[src/rtl/xebs_pkg.sv]
package xebs_pkg;

    localparam int STACK_DEPTH = 16;
    localparam int POS_WIDTH   = 24;
    localparam int DEPTH_W     = $clog2(STACK_DEPTH + 1);
    localparam int SP_W        = $clog2(STACK_DEPTH);
    localparam int OPEN_W      = 9;
    localparam int OPEN_MAX    = 511;
    localparam int FIFO_DEPTH  = 2;
    localparam int FIFO_PTR_W  = $clog2(FIFO_DEPTH);
    localparam int FIFO_CNT_W  = $clog2(FIFO_DEPTH + 1);

    localparam logic [7:0] CH_LT    = 8'h3C;
    localparam logic [7:0] CH_GT    = 8'h3E;
    localparam logic [7:0] CH_SLASH = 8'h2F;
    localparam logic [7:0] CH_BANG  = 8'h21;
    localparam logic [7:0] CH_QUEST = 8'h3F;
    localparam logic [7:0] CH_DASH  = 8'h2D;

    localparam logic [1:0] EV_NONE       = 2'd0;
    localparam logic [1:0] EV_OPEN       = 2'd1;
    localparam logic [1:0] EV_END_TAG    = 2'd2;
    localparam logic [1:0] EV_SELF_CLOSE = 2'd3;

    typedef enum logic [10:0] {
        PH_INIT    = 11'b000_0000_0001,
        PH_INIT_LT = 11'b000_0000_0010,
        PH_HEADER  = 11'b000_0000_0100,
        PH_BANG1   = 11'b000_0000_1000,
        PH_BANG2   = 11'b000_0001_0000,
        PH_COM0    = 11'b000_0010_0000,
        PH_COM1    = 11'b000_0100_0000,
        PH_COM2    = 11'b000_1000_0000,
        PH_OUT     = 11'b001_0000_0000,
        PH_OUT_LT  = 11'b010_0000_0000,
        PH_TAG     = 11'b100_0000_0000
    } phase_t;

    // one classified byte, handed from the front to the back
    typedef struct packed {
        logic                 decide;
        logic                 opens;
        logic                 gt;
        logic                 also;
        logic                 ferr;
        logic                 last;
        logic                 at_out;
        logic [POS_WIDTH-1:0] pos;
        logic [POS_WIDTH-1:0] tag_start;
    } front_op_t;

    function automatic logic is_recorded(logic [OPEN_W-1:0] lev, logic [7:0] limit);
        return (limit == 8'd0) || (lev <= OPEN_W'(limit));
    endfunction

endpackage

[src/rtl/xebs_if.sv]
interface xebs_byte_if import xebs_pkg::*; ();
    logic       valid;
    logic       ready;
    logic [7:0] char_byte;
    logic       last_byte;

    modport source (output valid, char_byte, last_byte, input ready);
    modport sink (input valid, char_byte, last_byte, output ready);
endinterface

interface xebs_event_if import xebs_pkg::*; ();
    logic                 valid;
    logic                 ready;
    logic [1:0]           event_kind;
    logic [7:0]           nest_level;
    logic [POS_WIDTH-1:0] start_offset;
    logic [POS_WIDTH-1:0] open_tag_len;
    logic [POS_WIDTH-1:0] element_len;
    logic                 done_res;
    logic                 status;

    modport source (output valid, event_kind, nest_level, start_offset, open_tag_len,
                    element_len, done_res, status, input ready);
    modport sink (input valid, event_kind, nest_level, start_offset, open_tag_len,
                  element_len, done_res, status, output ready);
endinterface

[src/rtl/xebs_front.sv]
module xebs_front import xebs_pkg::*;
(
    input  logic             clk,
    input  logic             rst_n,
    xebs_byte_if.sink        byte_ch,
    input  logic             queue_full,
    output logic             op_push,
    output front_op_t        op
);

    phase_t               phase_reg, phase_next;
    logic [POS_WIDTH-1:0] byte_cnt_reg;
    logic [POS_WIDTH-1:0] tag_start_reg, tag_start_next;
    logic                 opens_reg, opens_next;
    logic                 ps_reg, ps_next;
    logic                 cret_reg, cret_next;
    logic                 do_body;
    logic                 body_opens;
    logic                 body_ps;
    logic [7:0]           c;

    assign c             = byte_ch.char_byte;
    assign byte_ch.ready = !queue_full;
    assign op_push       = byte_ch.valid && byte_ch.ready;

    always_comb
    begin
        phase_next     = phase_reg;
        tag_start_next = tag_start_reg;
        opens_next     = opens_reg;
        ps_next        = ps_reg;
        cret_next      = cret_reg;
        do_body        = 1'b0;
        body_opens     = opens_reg;
        body_ps        = ps_reg;
        op             = '0;
        op.pos         = byte_cnt_reg;
        op.tag_start   = tag_start_reg;
        op.last        = byte_ch.last_byte;

        case (phase_reg)
            PH_INIT, PH_OUT:
            begin
                if (c == CH_LT)
                begin
                    tag_start_next = byte_cnt_reg;
                    phase_next     = (phase_reg == PH_INIT) ? PH_INIT_LT : PH_OUT_LT;
                end
            end
            PH_INIT_LT, PH_OUT_LT:
            begin
                if (phase_reg == PH_INIT_LT && (c inside {CH_SLASH, CH_GT}))
                begin
                    op.ferr = 1'b1;
                end
                else if (c == CH_BANG)
                begin
                    cret_next  = (phase_reg == PH_OUT_LT);
                    phase_next = PH_BANG1;
                end
                else if (phase_reg == PH_INIT_LT && c == CH_QUEST)
                begin
                    phase_next = PH_HEADER;
                end
                else
                begin
                    // tag name starts here; this byte also runs through the tag body
                    op.decide  = 1'b1;
                    opens_next = (c != CH_SLASH);
                    body_opens = opens_next;
                    body_ps    = 1'b0;
                    ps_next    = 1'b0;
                    phase_next = PH_TAG;
                    do_body    = 1'b1;
                end
            end
            PH_HEADER:
            begin
                if (c == CH_GT)
                begin
                    phase_next = PH_OUT;
                end
            end
            PH_BANG1:
            begin
                if (c == CH_DASH)
                begin
                    phase_next = PH_BANG2;
                end
                else
                begin
                    op.ferr = 1'b1;
                end
            end
            PH_BANG2:
            begin
                if (c == CH_DASH)
                begin
                    phase_next = PH_COM0;
                end
                else
                begin
                    op.ferr = 1'b1;
                end
            end
            PH_COM0:
            begin
                if (c == CH_DASH)
                begin
                    phase_next = PH_COM1;
                end
            end
            PH_COM1:
            begin
                phase_next = (c == CH_DASH) ? PH_COM2 : PH_COM0;
            end
            PH_COM2:
            begin
                // byte after "--" that is not '>' drops back without being examined
                if (c == CH_GT)
                begin
                    phase_next = cret_reg ? PH_OUT : PH_INIT;
                end
                else
                begin
                    phase_next = PH_COM0;
                end
            end
            PH_TAG:
            begin
                do_body = 1'b1;
            end
            default:
            begin
                phase_next = PH_INIT;
            end
        endcase

        if (do_body)
        begin
            if (c == CH_LT)
            begin
                op.ferr = 1'b1;
            end
            else if (c != CH_GT)
            begin
                ps_next = (c == CH_SLASH);
            end
            else
            begin
                op.gt      = 1'b1;
                op.also    = body_ps;
                ps_next    = 1'b0;
                phase_next = PH_OUT;
            end
        end

        op.opens  = body_opens;
        op.at_out = (phase_next == PH_OUT);
    end

    always_ff @(posedge clk or negedge rst_n)
    begin
        if (!rst_n)
        begin
            phase_reg     <= PH_INIT;
            byte_cnt_reg  <= '0;
            tag_start_reg <= '0;
            opens_reg     <= 1'b0;
            ps_reg        <= 1'b0;
            cret_reg      <= 1'b0;
        end
        else if (op_push)
        begin
            if (byte_ch.last_byte)
            begin
                phase_reg     <= PH_INIT;
                byte_cnt_reg  <= '0;
                tag_start_reg <= '0;
                opens_reg     <= 1'b0;
                ps_reg        <= 1'b0;
                cret_reg      <= 1'b0;
            end
            else
            begin
                phase_reg     <= phase_next;
                byte_cnt_reg  <= byte_cnt_reg + POS_WIDTH'(1);
                tag_start_reg <= tag_start_next;
                opens_reg     <= opens_next;
                ps_reg        <= ps_next;
                cret_reg      <= cret_next;
            end
        end
    end

endmodule

[src/rtl/xebs_fifo.sv]
module xebs_fifo import xebs_pkg::*;
(
    input  logic      clk,
    input  logic      rst_n,
    input  logic      push,
    input  front_op_t push_op,
    output logic      full,
    input  logic      pop,
    output logic      head_valid,
    output front_op_t head_op
);

    front_op_t             slot_reg [FIFO_DEPTH];
    logic [FIFO_PTR_W-1:0] wr_ptr_reg;
    logic [FIFO_PTR_W-1:0] rd_ptr_reg;
    logic [FIFO_CNT_W-1:0] count_reg;
    logic                  do_push;
    logic                  do_pop;

    assign full       = (count_reg == FIFO_CNT_W'(FIFO_DEPTH));
    assign head_valid = (count_reg != '0);
    assign head_op    = slot_reg[rd_ptr_reg];
    assign do_push    = push && !full;
    assign do_pop     = pop && head_valid;

    always_ff @(posedge clk)
    begin
        if (do_push)
        begin
            slot_reg[wr_ptr_reg] <= push_op;
        end
    end

    always_ff @(posedge clk or negedge rst_n)
    begin
        if (!rst_n)
        begin
            wr_ptr_reg <= '0;
            rd_ptr_reg <= '0;
            count_reg  <= '0;
        end
        else
        begin
            if (do_push)
            begin
                wr_ptr_reg <= (wr_ptr_reg == FIFO_PTR_W'(FIFO_DEPTH - 1)) ? '0
                                                                          : wr_ptr_reg + 1'b1;
            end
            if (do_pop)
            begin
                rd_ptr_reg <= (rd_ptr_reg == FIFO_PTR_W'(FIFO_DEPTH - 1)) ? '0
                                                                          : rd_ptr_reg + 1'b1;
            end
            if (do_push && !do_pop)
            begin
                count_reg <= count_reg + 1'b1;
            end
            else if (do_pop && !do_push)
            begin
                count_reg <= count_reg - 1'b1;
            end
        end
    end

endmodule

[src/rtl/xebs_back.sv]
module xebs_back import xebs_pkg::*;
(
    input  logic        clk,
    input  logic        rst_n,
    input  logic [7:0]  level_limit,
    input  logic        op_valid,
    input  front_op_t   op,
    output logic        op_pop,
    xebs_event_if.source event_ch
);

    logic [OPEN_W-1:0]    oc_reg;
    logic                 root_reg;
    logic [DEPTH_W-1:0]   rd_reg;
    logic                 err_seen_reg;
    logic [POS_WIDTH-1:0] stack_reg [STACK_DEPTH];

    logic                 out_valid_reg;
    logic [1:0]           kind_reg;
    logic [7:0]           lev_reg;
    logic [POS_WIDTH-1:0] start_reg;
    logic [POS_WIDTH-1:0] otl_reg;
    logic [POS_WIDTH-1:0] el_reg;
    logic                 done_reg;
    logic                 status_reg;

    logic                 err;
    logic                 push;
    logic                 pop;
    logic                 root_next;
    logic [OPEN_W-1:0]    oc_next;
    logic [OPEN_W-1:0]    lev;
    logic [DEPTH_W-1:0]   rd_m1;
    logic [POS_WIDTH-1:0] top;
    logic [POS_WIDTH-1:0] tlen;
    logic [1:0]           kind;
    logic [POS_WIDTH-1:0] otl;
    logic [POS_WIDTH-1:0] el;
    logic                 has_result;

    assign op_pop = op_valid && (!out_valid_reg || event_ch.ready);
    assign rd_m1  = rd_reg - 1'b1;
    assign tlen   = op.pos - op.tag_start + POS_WIDTH'(1);

    always_comb
    begin
        err       = op.ferr;
        push      = 1'b0;
        pop       = 1'b0;
        root_next = root_reg;
        oc_next   = oc_reg;
        lev       = '0;
        top       = '0;
        kind      = EV_NONE;
        otl       = '0;
        el        = '0;

        if (op.decide)
        begin
            if (op.opens)
            begin
                if (oc_reg == '0)
                begin
                    if (root_reg)
                    begin
                        err = 1'b1;
                    end
                    root_next = 1'b1;
                end
                else if (oc_reg >= OPEN_W'(OPEN_MAX))
                begin
                    err = 1'b1;
                end
                if (is_recorded(oc_reg, level_limit))
                begin
                    if (rd_reg >= DEPTH_W'(STACK_DEPTH))
                    begin
                        err = 1'b1;
                    end
                    else
                    begin
                        push = 1'b1;
                    end
                end
                oc_next = oc_reg + 1'b1;
            end
            else if (oc_reg == '0)
            begin
                err = 1'b1;
            end
        end

        if (op.gt)
        begin
            if (oc_next == '0)
            begin
                err = 1'b1;
            end
            else
            begin
                lev = oc_next - 1'b1;
                if (op.opens && !op.also)
                begin
                    if (is_recorded(lev, level_limit))
                    begin
                        kind = EV_OPEN;
                        otl  = tlen;
                    end
                end
                else if (!op.opens && op.also && is_recorded(lev, level_limit))
                begin
                    // "/>" closing an end tag of a recorded element
                    err = 1'b1;
                end
                else
                begin
                    if (is_recorded(lev, level_limit))
                    begin
                        if (rd_reg != '0)
                        begin
                            pop = 1'b1;
                            top = stack_reg[rd_m1[SP_W-1:0]];
                        end
                        kind = op.opens ? EV_SELF_CLOSE : EV_END_TAG;
                        otl  = op.opens ? tlen : '0;
                        el   = op.pos - top + POS_WIDTH'(1);
                    end
                    oc_next = oc_next - 1'b1;
                end
            end
        end

        if (err || kind == EV_NONE)
        begin
            lev = '0;
        end
        has_result = !err_seen_reg && (err || kind != EV_NONE || op.last);
    end

    always_ff @(posedge clk)
    begin
        if (op_pop && !err_seen_reg && !err && !op.last && push)
        begin
            stack_reg[rd_reg[SP_W-1:0]] <= op.tag_start;
        end
        if (op_pop && has_result)
        begin
            kind_reg   <= err ? EV_NONE : kind;
            lev_reg    <= lev[7:0];
            start_reg  <= err ? '0 : (kind == EV_NONE) ? '0
                                   : (kind == EV_OPEN) ? op.tag_start : top;
            otl_reg    <= err ? '0 : otl;
            el_reg     <= err ? '0 : el;
            done_reg   <= err || op.last;
            status_reg <= err || (op.last && !(op.at_out && oc_next == '0));
        end
    end

    always_ff @(posedge clk or negedge rst_n)
    begin
        if (!rst_n)
        begin
            oc_reg        <= '0;
            root_reg      <= 1'b0;
            rd_reg        <= '0;
            err_seen_reg  <= 1'b0;
            out_valid_reg <= 1'b0;
        end
        else
        begin
            if (op_pop)
            begin
                out_valid_reg <= has_result;
                if (op.last)
                begin
                    oc_reg       <= '0;
                    root_reg     <= 1'b0;
                    rd_reg       <= '0;
                    err_seen_reg <= 1'b0;
                end
                else if (!err_seen_reg)
                begin
                    if (err)
                    begin
                        err_seen_reg <= 1'b1;
                    end
                    else
                    begin
                        oc_reg   <= oc_next;
                        root_reg <= root_next;
                        if (push)
                        begin
                            rd_reg <= rd_reg + 1'b1;
                        end
                        else if (pop)
                        begin
                            rd_reg <= rd_m1;
                        end
                    end
                end
            end
            else if (event_ch.ready)
            begin
                out_valid_reg <= 1'b0;
            end
        end
    end

    assign event_ch.valid        = out_valid_reg;
    assign event_ch.event_kind   = kind_reg;
    assign event_ch.nest_level   = lev_reg;
    assign event_ch.start_offset = start_reg;
    assign event_ch.open_tag_len = otl_reg;
    assign event_ch.element_len  = el_reg;
    assign event_ch.done_res     = done_reg;
    assign event_ch.status       = status_reg;

    a_depth_bound: assert property (@(posedge clk) disable iff (!rst_n)
        rd_reg <= DEPTH_W'(STACK_DEPTH))
        else $error("start stack depth past its size");

    a_recorded_subset: assert property (@(posedge clk) disable iff (!rst_n)
        OPEN_W'(rd_reg) <= oc_reg)
        else $error("more recorded starts than open elements");

    a_open_needs_root: assert property (@(posedge clk) disable iff (!rst_n)
        (oc_reg != '0) |-> root_reg)
        else $error("element open without a root");

    a_result_content: assert property (@(posedge clk) disable iff (!rst_n)
        (out_valid_reg && !done_reg) |-> (kind_reg != EV_NONE && !status_reg))
        else $error("result with neither event nor done");

endmodule

[src/rtl/xml_element_boundary_scanner_core.sv]
// xml element boundary scanner
// byte_ch takes one document byte per transfer, char_byte plus last_byte on the
// final byte of a document. event_ch carries at most one result per byte: an
// open tag, an element closed by an end tag or a self-closed element with its
// level, start offset, open-tag length and element length, and done_res/status
// on the final byte or on the first error. after an error nothing more comes out
// for that document, also not on the byte marked last_byte, after which the next document starts.
// level_limit is written through level_limit_we/level_limit_wdata; the user must
// write it only between documents or while no byte is in flight, which the block
// itself does not enforce. 0 records every level.
// throughput is one byte per cycle while event_ch does not stall, with one state
// update and at most one push or pop of the start stack per byte. a result passes
// through the two-entry op queue between the classifier and the stack unit and then
// the output register. when event_ch stalls, the output register holds its result,
// the op queue fills, and byte_ch.ready drops once the queue is full.
// reset clears the scan state, counters, queue and output; level_limit
// returns to 0. the start stack needs no clearing.
module xml_element_boundary_scanner_core import xebs_pkg::*;
(
    input  logic         clk,
    input  logic         rst_n,
    xebs_byte_if.sink    byte_ch,
    xebs_event_if.source event_ch,
    input  logic         level_limit_we,
    input  logic [7:0]   level_limit_wdata
);

    logic [7:0] level_limit_reg;
    logic       queue_full;
    logic       op_push;
    front_op_t  op_in;
    logic       op_pop;
    logic       head_valid;
    front_op_t  head_op;

    always_ff @(posedge clk or negedge rst_n)
    begin
        if (!rst_n)
        begin
            level_limit_reg <= '0;
        end
        else if (level_limit_we)
        begin
            level_limit_reg <= level_limit_wdata;
        end
    end

    xebs_front u_front (
        .clk        (clk),
        .rst_n      (rst_n),
        .byte_ch    (byte_ch),
        .queue_full (queue_full),
        .op_push    (op_push),
        .op         (op_in)
    );

    xebs_fifo u_fifo (
        .clk        (clk),
        .rst_n      (rst_n),
        .push       (op_push),
        .push_op    (op_in),
        .full       (queue_full),
        .pop        (op_pop),
        .head_valid (head_valid),
        .head_op    (head_op)
    );

    xebs_back u_back (
        .clk         (clk),
        .rst_n       (rst_n),
        .level_limit (level_limit_reg),
        .op_valid    (head_valid),
        .op          (head_op),
        .op_pop      (op_pop),
        .event_ch    (event_ch)
    );

endmodule
[src/flat_wrapper.sv]
// flat-port wrapper written by rule: the top's interface ports become plain ports
module xml_element_boundary_scanner_core_flat import xebs_pkg::*;
  (clk, rst_n, level_limit_we, level_limit_wdata, byte_ch_valid, byte_ch_char_byte, byte_ch_last_byte, byte_ch_ready, event_ch_valid, event_ch_event_kind, event_ch_nest_level, event_ch_start_offset, event_ch_open_tag_len, event_ch_element_len, event_ch_done_res, event_ch_status, event_ch_ready);
  xebs_byte_if byte_ch_i ();
  xebs_event_if event_ch_i ();
  input  logic clk;
  input  logic rst_n;
  input  logic level_limit_we;
  input  logic [7:0] level_limit_wdata;
  input wire logic [$bits(byte_ch_i.valid)-1:0] byte_ch_valid;
  input wire logic [$bits(byte_ch_i.char_byte)-1:0] byte_ch_char_byte;
  input wire logic [$bits(byte_ch_i.last_byte)-1:0] byte_ch_last_byte;
  output wire logic [$bits(byte_ch_i.ready)-1:0] byte_ch_ready;
  output wire logic [$bits(event_ch_i.valid)-1:0] event_ch_valid;
  output wire logic [$bits(event_ch_i.event_kind)-1:0] event_ch_event_kind;
  output wire logic [$bits(event_ch_i.nest_level)-1:0] event_ch_nest_level;
  output wire logic [$bits(event_ch_i.start_offset)-1:0] event_ch_start_offset;
  output wire logic [$bits(event_ch_i.open_tag_len)-1:0] event_ch_open_tag_len;
  output wire logic [$bits(event_ch_i.element_len)-1:0] event_ch_element_len;
  output wire logic [$bits(event_ch_i.done_res)-1:0] event_ch_done_res;
  output wire logic [$bits(event_ch_i.status)-1:0] event_ch_status;
  input wire logic [$bits(event_ch_i.ready)-1:0] event_ch_ready;
  assign byte_ch_i.valid = byte_ch_valid;
  assign byte_ch_i.char_byte = byte_ch_char_byte;
  assign byte_ch_i.last_byte = byte_ch_last_byte;
  assign byte_ch_ready = byte_ch_i.ready;
  assign event_ch_valid = event_ch_i.valid;
  assign event_ch_event_kind = event_ch_i.event_kind;
  assign event_ch_nest_level = event_ch_i.nest_level;
  assign event_ch_start_offset = event_ch_i.start_offset;
  assign event_ch_open_tag_len = event_ch_i.open_tag_len;
  assign event_ch_element_len = event_ch_i.element_len;
  assign event_ch_done_res = event_ch_i.done_res;
  assign event_ch_status = event_ch_i.status;
  assign event_ch_i.ready = event_ch_ready;
  xml_element_boundary_scanner_core u_core (.clk(clk), .rst_n(rst_n), .byte_ch(byte_ch_i), .event_ch(event_ch_i), .level_limit_we(level_limit_we), .level_limit_wdata(level_limit_wdata));
endmodule
[config.mk]
export PLATFORM = sky130hd
export DESIGN_NAME = xml_element_boundary_scanner_core_flat
export DESIGN_NICKNAME = d
export VERILOG_FILES = /design/src/rtl/xebs_pkg.sv /design/src/rtl/xebs_if.sv /design/src/rtl/xebs_front.sv /design/src/rtl/xebs_fifo.sv /design/src/rtl/xebs_back.sv /design/src/rtl/xml_element_boundary_scanner_core.sv /design/src/flat_wrapper.sv
export SDC_FILE = /design/constraint.sdc
export NUM_CORES = 1
export LEC_CHECK = 0
export ABC_CLOCK_PERIOD_IN_PS = 6300
export BUFFER_PORTS_ARGS = -buffer_cell sky130_fd_sc_hd__buf_2
export CAP_MARGIN = 0
export CORE_AREA = 2 2 352 354
export DETAILED_ROUTE_END_ITERATION = 10
export DIE_AREA = 0 0 354 356
export GPL_ROUTABILITY_DRIVEN = 0
export MAX_ROUTING_LAYER = met4
export PLACE_DENSITY = 0.47
export SLEW_MARGIN = 20
export SYNTH_ARGS = -nofsm -noshare
export SYNTH_HDL_FRONTEND = slang
export SYNTH_SLANG_ARGS = --single-unit
export TNS_END_PERCENT = 30
[constraint.sdc]
create_clock -name clk -period 6.3 [get_ports clk]
set_clock_uncertainty 0.2 [all_clocks]
set_input_delay 1.89 -clock clk [delete_from_list [all_inputs] [get_ports clk]]
set_output_delay 1.89 -clock clk [all_outputs]
set_load 0.005 [all_outputs]
==> out/results.txt <==
status -> complete, no violations
number of flip-flops under the largest register name -> 384
Seq/Total Area, Yosys -> 0.647
initial antenna violation count -> 4
final net count -> 2400
First-pass DRT Iterations -> 7
Avg Inst Size Synth -> 14.5 sq um
Worst EP arrival -> 6070 ps
CTS tree -> built
layout overhead on the synthesized area -> 17.9%
Multi-input gate area -> 10200 sq um
number of synthesized flops with an enable pin -> 578
critical path fanouts, max -> 61
DP Cell Count -> 3820
clk buf depth -> 3
Port Buf Inserts -> 107
hold_ws -> 264 ps
initial drt markers -> 1946
Vias/cell -> 4.71
Tmin final -> 5940 ps
startpoint types -> flop
Max Cap Viol -> 0
Syn. warnings -> 0
final worst path period share -> 0.942
Post-Syn Nets -> 2235
crit path buf inv count -> 4
Top Ports -> 108
CP Class -> reg2reg
Worst Path Required -> 6440 ps
synth unique cells -> 89
vias in the first global route -> 18.9k
layout cell share with drive strength beyond 1 -> 0.213
slowest stage delay, CP -> 460 ps
CORE AREA -> 123000 sq um
starting density of the core -> 0.247
Max-slew headroom -> 0.288
Worst path slowest cell -> nor2_1
grt ovf -> 0
most frequent cells in the layout -> edfxtp_1, nand2_1, nor2_1, ha_1, buf_2
DP HPWL -> 57.3 mm
Post-route DRC -> 0
largest net degree at the start of global routing -> 103
worst-margin pin slew -> 1060 ps
RSZ-0062 raised after global routing -> false
Final Hold Fails -> 0
die area -> 126000 sq um
Setup crit end kind -> flop
CTS HTree Levels -> 3
root buf cell -> clkbuf_16
endpoints failing setup -> 0
Worst path top cell family by delay -> compound AO/OA/AOI/OAI gates
Avg WL per Cell -> 21.6 um
DIE HEIGHT -> 356 um
CP startpoint -> u_core.u_fifo.slot_reg[0][53]$_DFFE_PP_
via count -> 18.7k
fmax -> 0.168 GHz
GRT Resource Usage Total -> 0.138
Synth Instances -> 2095
cell-by-cell trace of the critical path -> and3b_1 -> nor2_1 -> xnor2_1 -> inv_1 -> ha_1 -> inv_1 -> a221oi_4 -> xor2_1 -> ha_1 -> o21a_1 -> o21a_1 -> o22ai_1 -> a31o_2 -> a31oi_1 -> a31o_2 -> nand3_1 -> o21ai_0 -> inv_4 -> buf_12
Hold Path Origin -> u_core.u_front.tag_start_reg[15]$_DFFE_PN0P_
Site Rows -> 129
Post-Syn Area -> 30300 sq um
Routed Antenna Nets -> 0
Non-Filler Instances -> 3959
CTS Buf Count -> 75
setup TNS -> 0 ps
final wirelength -> 85.6 mm
Die X -> 354 um
largest cells by area after synthesis -> edfxtp_1, dfrtp_1, mux4_2, ha_1, nand2_1
post-synthesis register bit count -> 669
cell taking the most area after synthesis -> edfxtp_1
Sequential Area -> 19600 sq um
Clk Latency, worst-skew pair -> 630 ps
Clock transition at path regs -> 60 ps
# clock sinks -> 669
first-pass GRT wire length -> 127 mm
top_reg_cell synth -> edfxtp_1
async set or reset register ratio after synthesis -> 0.136
Hold WC Path Type -> reg2reg
area fraction of the dominant cell type after synthesis -> 0.572
final max-slew violation count -> 0
most common cell after layout, fill and taps aside -> edfxtp_1
FILL cells -> 12.3k
worst r2r src -> u_core.u_fifo.slot_reg[0][53]$_DFFE_PP_
Post-CTS Hold Fix Bufs -> 0
## cell type report
| type | instances | share of cell area |
|---|---|---|
| diodes | 2 | 0.000140 |
| clock buffers | 87 | 0.0549 |
| clock inverters | 50 | 0.0122 |
| inverters | 83 | 0.00878 |
| multi-input cells | 1256 | 0.285 |
| flip-flops and latches | 669 | 0.549 |
| well taps | 1637 | 0.0572 |
| repair buffers | 175 | 0.0331 |
## cell usage after synthesis, drive strengths merged, types with 5 or more instances
master  instances
a211oi          9
a21o           16
a21oi          44
a22o           31
a22oi          26
a31oi          16
and2            9
and3           47
buf            27
clkbuf         60
dfrtp          90
edfxtp        578
ha            116
inv            83
mux2           52
mux2i          11
mux4           96
nand2         172
nand2b         25
nand3          87
nand4          17
nor2          153
nor2b          10
nor3           39
nor3b           8
nor4           13
o211ai          5
o21a           12
o21ai          61
o31ai           7
or2             6
or3            15
xnor2          34
xor2           46
## what timing repair did
item / 4_1_cts / 5_1_grt
resized for setup: 0 / 1
buffers inserted: 0 / 0
endpoints found under the setup margin: 0 / 12
## worst paths after layout
| kind | cells after the start | slack (ps) | end |
|---|---|---|---|
| max reg2reg | 19 | 360 | u_core.u_back.event_ch.open_tag_len[4]$_SDFFCE_PP0P_ |
| min in group asynchronous | 1 | 1190 | u_core.u_front.phase_reg[1]$_DFFE_PN0P_ |
| min reg2reg | 0 | 260 | u_core.u_fifo.slot_reg[1][15]$_DFFE_PP_ |
| max in group asynchronous | 2 | 3750 | u_core.u_front.tag_start_reg[10]$_DFFE_PN0P_ |
| max | 19 | 360 | u_core.u_back.event_ch.open_tag_len[4]$_SDFFCE_PP0P_ |
| min | 0 | 260 | u_core.u_fifo.slot_reg[1][15]$_DFFE_PP_ |
## through the flow
stage / setup WS [ps] / area, sq um / utilization
CTS: 400 / 35800 / 0.292
global route: 26.1 / 35800 / 0.292
floorplan: 113 / 30300 / -
finish: 362 / 35800 / 0.292
global placement: 586 / 33400 / 0.272
detailed placement: 407 / 33400 / 0.272
## routing by layer
metal  wire (um)  global-route usage
met1       41000               0.197
met2       38000               0.203
met3        4580              0.0218
met4        2070              0.0368
met5           0                   -
## cell families (layout without fill, tap and decap cells)
family	Yosys count	count (layout)	share of synthesized area
compound gates	283	283	0.0663
xor+xnor	80	80	0.0231
fa+ha+maj	118	118	0.0491
buf+inv	170	395	0.0217
flops	669	669	0.647
mux	159	159	0.0942
other cells	0	2	0
simple gates	616	616	0.0986
Power is not shown: default switching activity piles up to over one toggle a cycle in this logic, so the estimate is an artifact.
